==> src/rtl/cit_pkg.sv <==
// Shared types and constants for the compacting item table.
// Used by cit_cell and compacting_item_table; depends on nothing else.
package cit_pkg;

  localparam int ID_W     = 32;
  localparam int QTY_W    = 16;
  localparam int POS_W    = 6;
  localparam int TOTAL_W  = 7;
  localparam int STATUS_W = 3;
  localparam int MODE_W   = 2;

  // Operation selected by an input item
  typedef enum logic [MODE_W-1:0] {
    MODE_APPEND = 2'd0,
    MODE_FIND   = 2'd1,
    MODE_REMOVE = 2'd2,
    MODE_READ   = 2'd3
  } mode_t;

  // Result status codes
  typedef enum logic [STATUS_W-1:0] {
    STAT_OK        = 3'd0,
    STAT_NOT_FOUND = 3'd1,
    STAT_ZERO_QTY  = 3'd2,
    STAT_FULL      = 3'd3,
    STAT_RANGE     = 3'd4
  } status_t;

  // Controller states
  typedef enum logic [1:0] {
    S_IDLE,
    S_RUN,
    S_HOLD
  } state_t;

  // Operation broadcast to every cell while it runs
  typedef struct packed {
    mode_t              mode;
    logic [ID_W-1:0]    id;
    logic [QTY_W-1:0]   qty;
    logic [POS_W-1:0]   pos;
  } query_t;

  // Token that travels down the row of cells, one cell per cycle
  typedef struct packed {
    logic               valid;
    logic               done;
    logic [POS_W-1:0]   pos;
    logic [ID_W-1:0]    id;
    logic [QTY_W-1:0]   qty;
  } link_t;

  // One result item
  typedef struct packed {
    status_t            status;
    logic [POS_W-1:0]   pos;
    logic [ID_W-1:0]    id;
    logic [QTY_W-1:0]   qty;
    logic [TOTAL_W-1:0] total;
  } result_t;

endpackage

==> src/rtl/cit_cell.sv <==
// One table cell: holds a single entry and one stage of the travelling token.
// Depends on cit_pkg; instantiated in a row by compacting_item_table.
module cit_cell #(
  parameter int INDEX  = 0,
  parameter int FILL_W = 7
) (
  input  logic                     clk,
  input  logic                     rst_n,
  input  cit_pkg::query_t          query_i,
  input  logic [FILL_W-1:0]        fill_i,
  input  cit_pkg::link_t           link_i,
  input  logic [cit_pkg::ID_W-1:0] nbr_id_i,
  input  logic [cit_pkg::QTY_W-1:0] nbr_qty_i,
  output cit_pkg::link_t           link_o,
  output logic [cit_pkg::ID_W-1:0] ent_id_o,
  output logic [cit_pkg::QTY_W-1:0] ent_qty_o
);
  import cit_pkg::*;

  localparam int CMP_W = (FILL_W > POS_W) ? FILL_W : POS_W;

  logic [ID_W-1:0]  ent_id_r,  ent_id_nxt;
  logic [QTY_W-1:0] ent_qty_r, ent_qty_nxt;
  link_t            link_r,    link_nxt;

  logic live;
  logic at_fill;
  logic at_pos;
  logic hit;
  logic shift;

  assign live    = FILL_W'(INDEX) < fill_i;
  assign at_fill = FILL_W'(INDEX) == fill_i;
  assign at_pos  = CMP_W'(query_i.pos) == CMP_W'(INDEX);

  // Decide whether this cell answers the operation
  always_comb begin
    hit   = 1'b0;
    shift = 1'b0;
    unique case (query_i.mode)
      MODE_APPEND: begin
        hit = at_fill && (query_i.qty != '0);
      end
      MODE_FIND: begin
        hit = live && (ent_id_r == query_i.id);
      end
      MODE_REMOVE: begin
        hit   = live && (ent_id_r == query_i.id) && (ent_qty_r == query_i.qty);
        shift = link_i.valid && live && (link_i.done || hit);
      end
      MODE_READ: begin
        hit = live && at_pos;
      end
      default: begin
        hit = 1'b0;
      end
    endcase
  end

  // Capture the answer into the token, or pass it on unchanged
  always_comb begin
    link_nxt    = link_i;
    ent_id_nxt  = ent_id_r;
    ent_qty_nxt = ent_qty_r;
    if (link_i.valid && !link_i.done && hit) begin
      link_nxt.done = 1'b1;
      link_nxt.pos  = POS_W'(INDEX);
      if (query_i.mode == MODE_APPEND) begin
        link_nxt.id  = query_i.id;
        link_nxt.qty = query_i.qty;
        ent_id_nxt   = query_i.id;
        ent_qty_nxt  = query_i.qty;
      end else begin
        link_nxt.id  = ent_id_r;
        link_nxt.qty = ent_qty_r;
      end
    end
    // Close the gap left by a removal: take the right-hand neighbour's entry
    if (shift) begin
      ent_id_nxt  = nbr_id_i;
      ent_qty_nxt = nbr_qty_i;
    end
  end

  // Hold the entry
  always_ff @(posedge clk) begin
    ent_id_r  <= ent_id_nxt;
    ent_qty_r <= ent_qty_nxt;
  end

  // Advance the token
  always_ff @(posedge clk) begin
    if (!rst_n) begin
      link_r <= '0;
    end else begin
      link_r <= link_nxt;
    end
  end

  assign link_o    = link_r;
  assign ent_id_o  = ent_id_r;
  assign ent_qty_o = ent_qty_r;

endmodule

==> config.mk <==
export PLATFORM = sky130hd
export DESIGN_NAME = cit_cell
export DESIGN_NICKNAME = d
export VERILOG_FILES = /design/src/rtl/cit_pkg.sv /design/src/rtl/cit_cell.sv
export SDC_FILE = /design/constraint.sdc
export NUM_CORES = 1
export LEC_CHECK = 0
export ABC_AREA = 1
export BUFFER_PORTS_ARGS = -buffer_cell sky130_fd_sc_hd__buf_2
export CORE_ASPECT_RATIO = 0.5
export CORE_MARGIN = 2
export CORE_UTILIZATION = 50
export DETAILED_ROUTE_END_ITERATION = 10
export GPL_ROUTABILITY_DRIVEN = 1
export PLACE_DENSITY_LB_ADDON = 0.12
export SLEW_MARGIN = 20
export SYNTH_ARGS = -nofsm -noshare
export SYNTH_HDL_FRONTEND = slang
export SYNTH_SLANG_ARGS = --single-unit
==> constraint.sdc <==
create_clock -name clk -period 9.9 [get_ports clk]
set_input_delay 1.98 -clock clk [delete_from_list [all_inputs] [get_ports clk]]
set_output_delay 1.98 -clock clk [all_outputs]
set_load 0.05 [all_outputs]
After elaboration in Yosys (flattened, before gate mapping)
Cells that the tools add are included.
- ROM bits: 0
- memories kept: 0
- output and inout port bits: 104
- register bits after elaboration: 104
- latch bits: 0
- RAM bits: 0
- shifts and indexed selects: 0
- bitwise gates (word level): 1
- reductions and logical operators: 18
- magnitude comparators: 1
- muxes and demuxes: 10
- multiply operators: 0
- equal/unequal tests: 5
- add/sub/neg operators: 0
- divide/modulo/power cells: 0
- operators by type and width (cell ; number):
    $mux W32 ; 3
    $mux W55 ; 1
    $mux W16 ; 3
    $mux W48 ; 1
    $eq A32 B32 Y1 ; 1
    $eq A16 B16 Y1 ; 1
    $reduce_bool A16 Y1 ; 1
    $logic_and A1 B1 Y1 ; 8
    $logic_not A7 Y1 ; 1
    $lt A1 B7 Y1 const A ; 1
    $logic_not A6 Y1 ; 1
    $eq A2 B2 Y1 const B ; 2
    $pmux W1 S4 ; 1
    $reduce_bool A2 Y1 ; 2
    $eq A2 B1 Y1 const B ; 1
    $logic_not A2 Y1 ; 1
    $reduce_and A2 Y1 ; 1
    $reduce_or A2 Y1 ; 1
    $logic_not A1 Y1 ; 1
    $logic_or A1 B1 Y1 ; 1
    $mux W1 ; 1
    $not A1 Y1 ; 1

Logic depth before layout (Yosys ltp)
- word-level depth: 8
- gate-level depth with buffers: 15

Worst setup path before layout
OpenSTA, ideal clock, no wires.
- path kind: input port to flip-flop
- from: input port fill_i[2]
- to: register ent_id_r[0], in the netlist ent_id_o[0], enable pin
- arrival time: 4.140 ns
- data required time: 9.494 ns
- setup slack: 5.353 ns
- stages on the path: 8
- path through: nor3_1 > nand4_1 > inv_1 > nand2_1 > a21oi_2 > clkbuf_1 > nand3_1 > nand2_1
- cells in the longest elaborated chain, start to end: 8
- ends and longest elaborated chain (what ; RTL line ; text):
    start, declared ; cit_cell.sv:10 ; input logic [FILL_W-1:0] fill_i,
    branches (longest 7 deep; another with $lt A1 B7 Y1) ; -- ;
    $reduce_and A2 Y1 (no source line) (*) ; -- ;
    end signal, assigned ; cit_cell.sv:87 ; ent_id_r <= ent_id_nxt;
    end, declared ; cit_cell.sv:22 ; logic [ID_W-1:0] ent_id_r, ent_id_nxt;
Every way passes the cells marked *.
A chain may end at the register's enable or synchronous reset.

Final worst setup path
- from: input port fill_i[2]
- to: register link_r, in the netlist link_o[53]
- cells in the longest elaborated chain, start to end: 6
- ends and longest elaborated chain (what ; RTL line ; text):
    $lt A1 B7 Y1 ; cit_cell.sv:32 ; assign live = FILL_W'(INDEX) < fill_i;
    $logic_and A1 B1 Y1 ; cit_cell.sv:45, cit_cell.sv:48 ;
    $logic_and A1 B1 Y1 ; cit_cell.sv:48 ; hit = live && (ent_id_r == query_i.id) && (ent_qty_r == query_i.qty);
    $pmux W1 S4 (*) ; cit_cell.sv:40 ; unique case (query_i.mode)
    $logic_and A1 B1 Y1 (*) ; cit_cell.sv:65 ; if (link_i.valid && !link_i.done && hit) begin
    $reduce_or A2 Y1 (no source line) (*) ; -- ;
    end signal, assigned ; cit_cell.sv:96 ; link_r <= link_nxt;
    end, declared ; cit_cell.sv:24 ; link_t link_r, link_nxt;
Mark *: on every way between the ends. The rest lies on a longest branch, timed or not.

==> load_flow_metrics.sql <==
INSERT INTO impl_metrics (metric_group, metric, value, unit) VALUES
('clock_tree', 'ctsHtreeMaxLevel', '3', ''),
('global_route', 'grt_first_pass_wirelength', '25830', 'µm'),
('setup_path', 'timing.critical_path.slowest_cell_delay', '1090', 'ps'),
('place', 'detailedPlacementHpwl', '13760', 'µm'),
('place', 'dpl_cell_area', '7109', 'µm²'),
('status', 'status', 'finished, final reports clean', ''),
('worst_hold_path', 'hold_end', 'link_o[39]$_SDFF_PN0_', ''),
('synthesis', 'ys_top_cells_by_area', 'sky130_fd_sc_hd__edfxtp_1 (25%), sky130_fd_sc_hd__dfxtp_1 (19%), sky130_fd_sc_hd__nand2_1 (15%)', ''),
('setup_path', 'timing.setup.critical_path_class', 'input pin to register', ''),
('power', 'power_density', '147.0', 'nW/µm²'),
('floorplanning', 'initial_core_util', '0.5184', ''),
('setup_path', 'buffers_and_inverters_on_the_worst_path', '1', ''),
('clock_tree', 'tritoncts.num_buffers', '9', ''),
('synthesis', 'synthesis.nets', '978', ''),
('sta', 'final.setup.tns', '0', 'ps'),
('detailed_routing', 'first_pass_iters', '5', ''),
('clock_tree', 'cts-root-to-sink-buffers', '2', ''),
('final_layout', 'syn2layout_area_growth', '28.99', '%'),
('global_route', 'grt_max_degree', '98', ''),
('sta', 'timing.fmax', '0.2071', 'GHz'),
('floorplanning', 'die_x', '155.8', 'µm'),
('setup_path', 'r2r_start', 'ent_id_o[20]$_DFFE_PP_', ''),
('sta', 'timing_worst_slew_pin_value', '1004', 'ps'),
('final_layout', 'final_area', '7432', 'µm²'),
('synthesis', 'syn_area', '5762', 'µm²'),
('synthesis', 'yosysTopAreaCell', 'sky130_fd_sc_hd__edfxtp_1', ''),
('final_layout', 'layout.cells.most_common', 'sky130_fd_sc_hd__buf_2', ''),
('job', 'maxCapViolCount', '0', ''),
('clock_tree', 'cts.reportedPaths.clkPinSlew', '80', 'ps'),
('clock_tree', 'clk_root_buffer_cell', 'sky130_fd_sc_hd__clkbuf_16', ''),
('final_layout', 'seq_area', '2562', 'µm²'),
('clock_tree', 'cts_setup_buffers', '0', ''),
('setup_path', 'cpMaxStageDelayCell', 'sky130_fd_sc_hd__nand2_2', ''),
('worst_hold_path', 'worstHoldPathType', 'register to register', ''),
('clock_tree', 'clock_tree_from_tritoncts', 'yes', ''),
('worst_hold_path', 'hp-start', 'ent_id_o[23]$_DFFE_PP_', ''),
('synthesis', 'post_synth.cell_area_avg', '7.122', 'µm²'),
('place', 'place.gp.congestion', '0.9112', ''),
('setup_path', 'endpoint_of_the_most_critical_register_to_register_path', 'ent_id_o[10]$_DFFE_PP_', ''),
('detailed_routing', 'first_iter_violations', '658', ''),
('global_route', 'globalRoute.totalOverflow', '0', ''),
('final_layout', 'design.final.nets', '1224', ''),
('setup_path', 'worstPathCellList', 'buf_2 -> nor3_1 -> nand4_1 -> nand3_1 -> nor2_2 -> nand3_1 -> nand3_2 -> nand2_2 -> nand2_2 -> nor2_1', ''),
('floorplanning', 'die_area', '12450', 'µm²'),
('place', 'io_buffer_count', '272', ''),
('final_layout', 'final_util', '0.6687', ''),
('detailed_routing', 'detail-route-antenna-nets', '0', ''),
('clock_tree', 'clock_sink_count', '104', ''),
('detailed_routing', 'post_route_wl', '18040', 'µm'),
('detailed_routing', 'wire_per_inst', '14.97', 'µm'),
('detailed_routing', 'remaining_drc_errors', '0', ''),
('global_route', 'antenna_found_initial', '0', ''),
('clock_tree', 'worst_skew_late_latency', '350', 'ps'),
('floorplanning', 'core', '11110', 'µm²'),
('sta', 'slew_headroom', '0.3306', ''),
('final_layout', 'final_layout_fill_cell_count', '1025', ''),
('setup_path', 'r2r_slack', '6490', 'ps'),
('setup_path', 'rr_worst_depth', '9', ''),
('sta', 'hold_ws', '680.5', 'ps'),
('power', 'cellLeakagePower', '4.111', 'nW'),
('clock_tree', 'post_cts_resize_count', '0', ''),
('detailed_routing', 'post_drt_via_cell_ratio', '4.911', ''),
('setup_path', 'cp_max_fo', '50', ''),
('synthesis', 'synthesis.yosys.warnings', '0', ''),
('clock_tree', 'cts_hold_buf', '0', ''),
('sta', 'timing_hold_violations_final', '0', ''),
('final_layout', 'multi_input_comb_area', '2490', 'µm²'),
('setup_path', 'critical-path-top-delay-family', 'simple AND/OR/NAND/NOR gates', ''),
('synthesis', 'yosysSeqAreaShare', '0.4447', ''),
('sta', 'rsz0062_at_grt', 'no', ''),
('setup_path', 'cp.arrival', '5100', 'ps');
[area by class of cell]
class,count,area share
clock buffers,11,0.03418
clock inverters,5,0.005556
inverters,135,0.06818
multi-input cells,531,0.3350
flip-flops and latches,104,0.3448
well taps,145,0.02441
repair buffers,274,0.1879
[synthesized netlist by cell type]
cell type	count
sky130_fd_sc_hd__edfxtp_1	48
sky130_fd_sc_hd__inv_2	2
sky130_fd_sc_hd__clkbuf_2	1
sky130_fd_sc_hd__inv_1	132
sky130_fd_sc_hd__buf_6	6
sky130_fd_sc_hd__nand3_2	2
sky130_fd_sc_hd__nor4_1	6
sky130_fd_sc_hd__nand2_1	224
sky130_fd_sc_hd__nand4_1	5
sky130_fd_sc_hd__a21oi_1	27
sky130_fd_sc_hd__o22ai_1	4
sky130_fd_sc_hd__nand3_1	30
sky130_fd_sc_hd__nor2_2	2
sky130_fd_sc_hd__clkbuf_1	17
sky130_fd_sc_hd__buf_4	5
sky130_fd_sc_hd__o21ai_0	50
sky130_fd_sc_hd__clkinv_1	1
sky130_fd_sc_hd__nor3_1	1
sky130_fd_sc_hd__o21ai_2	1
sky130_fd_sc_hd__o21ai_1	30
sky130_fd_sc_hd__nand3_4	1
sky130_fd_sc_hd__a31oi_1	1
sky130_fd_sc_hd__dfxtp_1	56
sky130_fd_sc_hd__nand2_2	2
sky130_fd_sc_hd__nor2_1	107
sky130_fd_sc_hd__buf_2	9
sky130_fd_sc_hd__mux2_2	9
sky130_fd_sc_hd__a21oi_2	1
sky130_fd_sc_hd__xnor2_1	15
sky130_fd_sc_hd__xor2_1	3
sky130_fd_sc_hd__mux2i_1	9
sky130_fd_sc_hd__buf_1	1
sky130_fd_sc_hd__a21boi_1	1
[through the flow]
stage / std cells / setup slack, ps / power (mW)
after floorplan: 809 / 5353 / 0.6526
after global placement: 1188 / 4576 / 0.7352
after detailed placement: 1188 / 4757 / 0.7377
after CTS: 1204 / 5088 / 1.092
after global routing: 1205 / 4759 / 1.131
final: 1205 / 5072 / 1.092
[power by group]
| group | internal [mW] | total, mW | switching [mW] |
|---|---|---|---|
| logic | 0.0745 | 0.249 | 0.174 |
| clock network | 0.190 | 0.360 | 0.170 |
| registers | 0.473 | 0.484 | 0.0106 |
[registers in the layout (all words and copies together), names as in the netlist]
name	flops
link_o	56
ent_id_o	32
ent_qty_o	16
[worst min-delay path, cell delays in order (launching register included)]
cell	delay, ps
sky130_fd_sc_hd__edfxtp_1	380
sky130_fd_sc_hd__mux2i_1	80
sky130_fd_sc_hd__nand3_1	80
sky130_fd_sc_hd__nand2_1	50
sky130_fd_sc_hd__nor2_1	70
[cell families (layout without fill, tap and decap cells)]
logic type | Yosys count | in the layout | share of synthesized area
mux | 18 | 18 | 0.03323
compound gates | 115 | 115 | 0.1027
simple gates | 380 | 380 | 0.2654
xor+xnor | 18 | 18 | 0.02736
flops | 104 | 104 | 0.4447
buf+inv | 174 | 425 | 0.1266
[layer usage]
metal	routed length [µm]	global-route usage	up-vias
li1	-	-	3006
met1	8522	0.4195	2603
met2	7551	0.4053	285
met3	1731	0.05103	24
met4	238	0.07248	0
met5	0	0	-
[worst max-delay path by stage]
stage	start	to	slack, ps	cells past startpoint
floorplan	fill_i[2]	ent_id_o[0]$_DFFE_PP_	5350	8
global placement	query_i[42]	ent_id_o[21]$_DFFE_PP_	4580	10
detailed placement	fill_i[2]	link_o[53]$_SDFF_PP0_	4760	10
CTS	fill_i[2]	link_o[53]$_SDFF_PP0_	5090	10
global route	fill_i[2]	link_o[52]$_SDFF_PP0_	4760	8
finish	fill_i[2]	link_o[53]$_SDFF_PP0_	5070	10
Power figures use the tool's default switching activity.
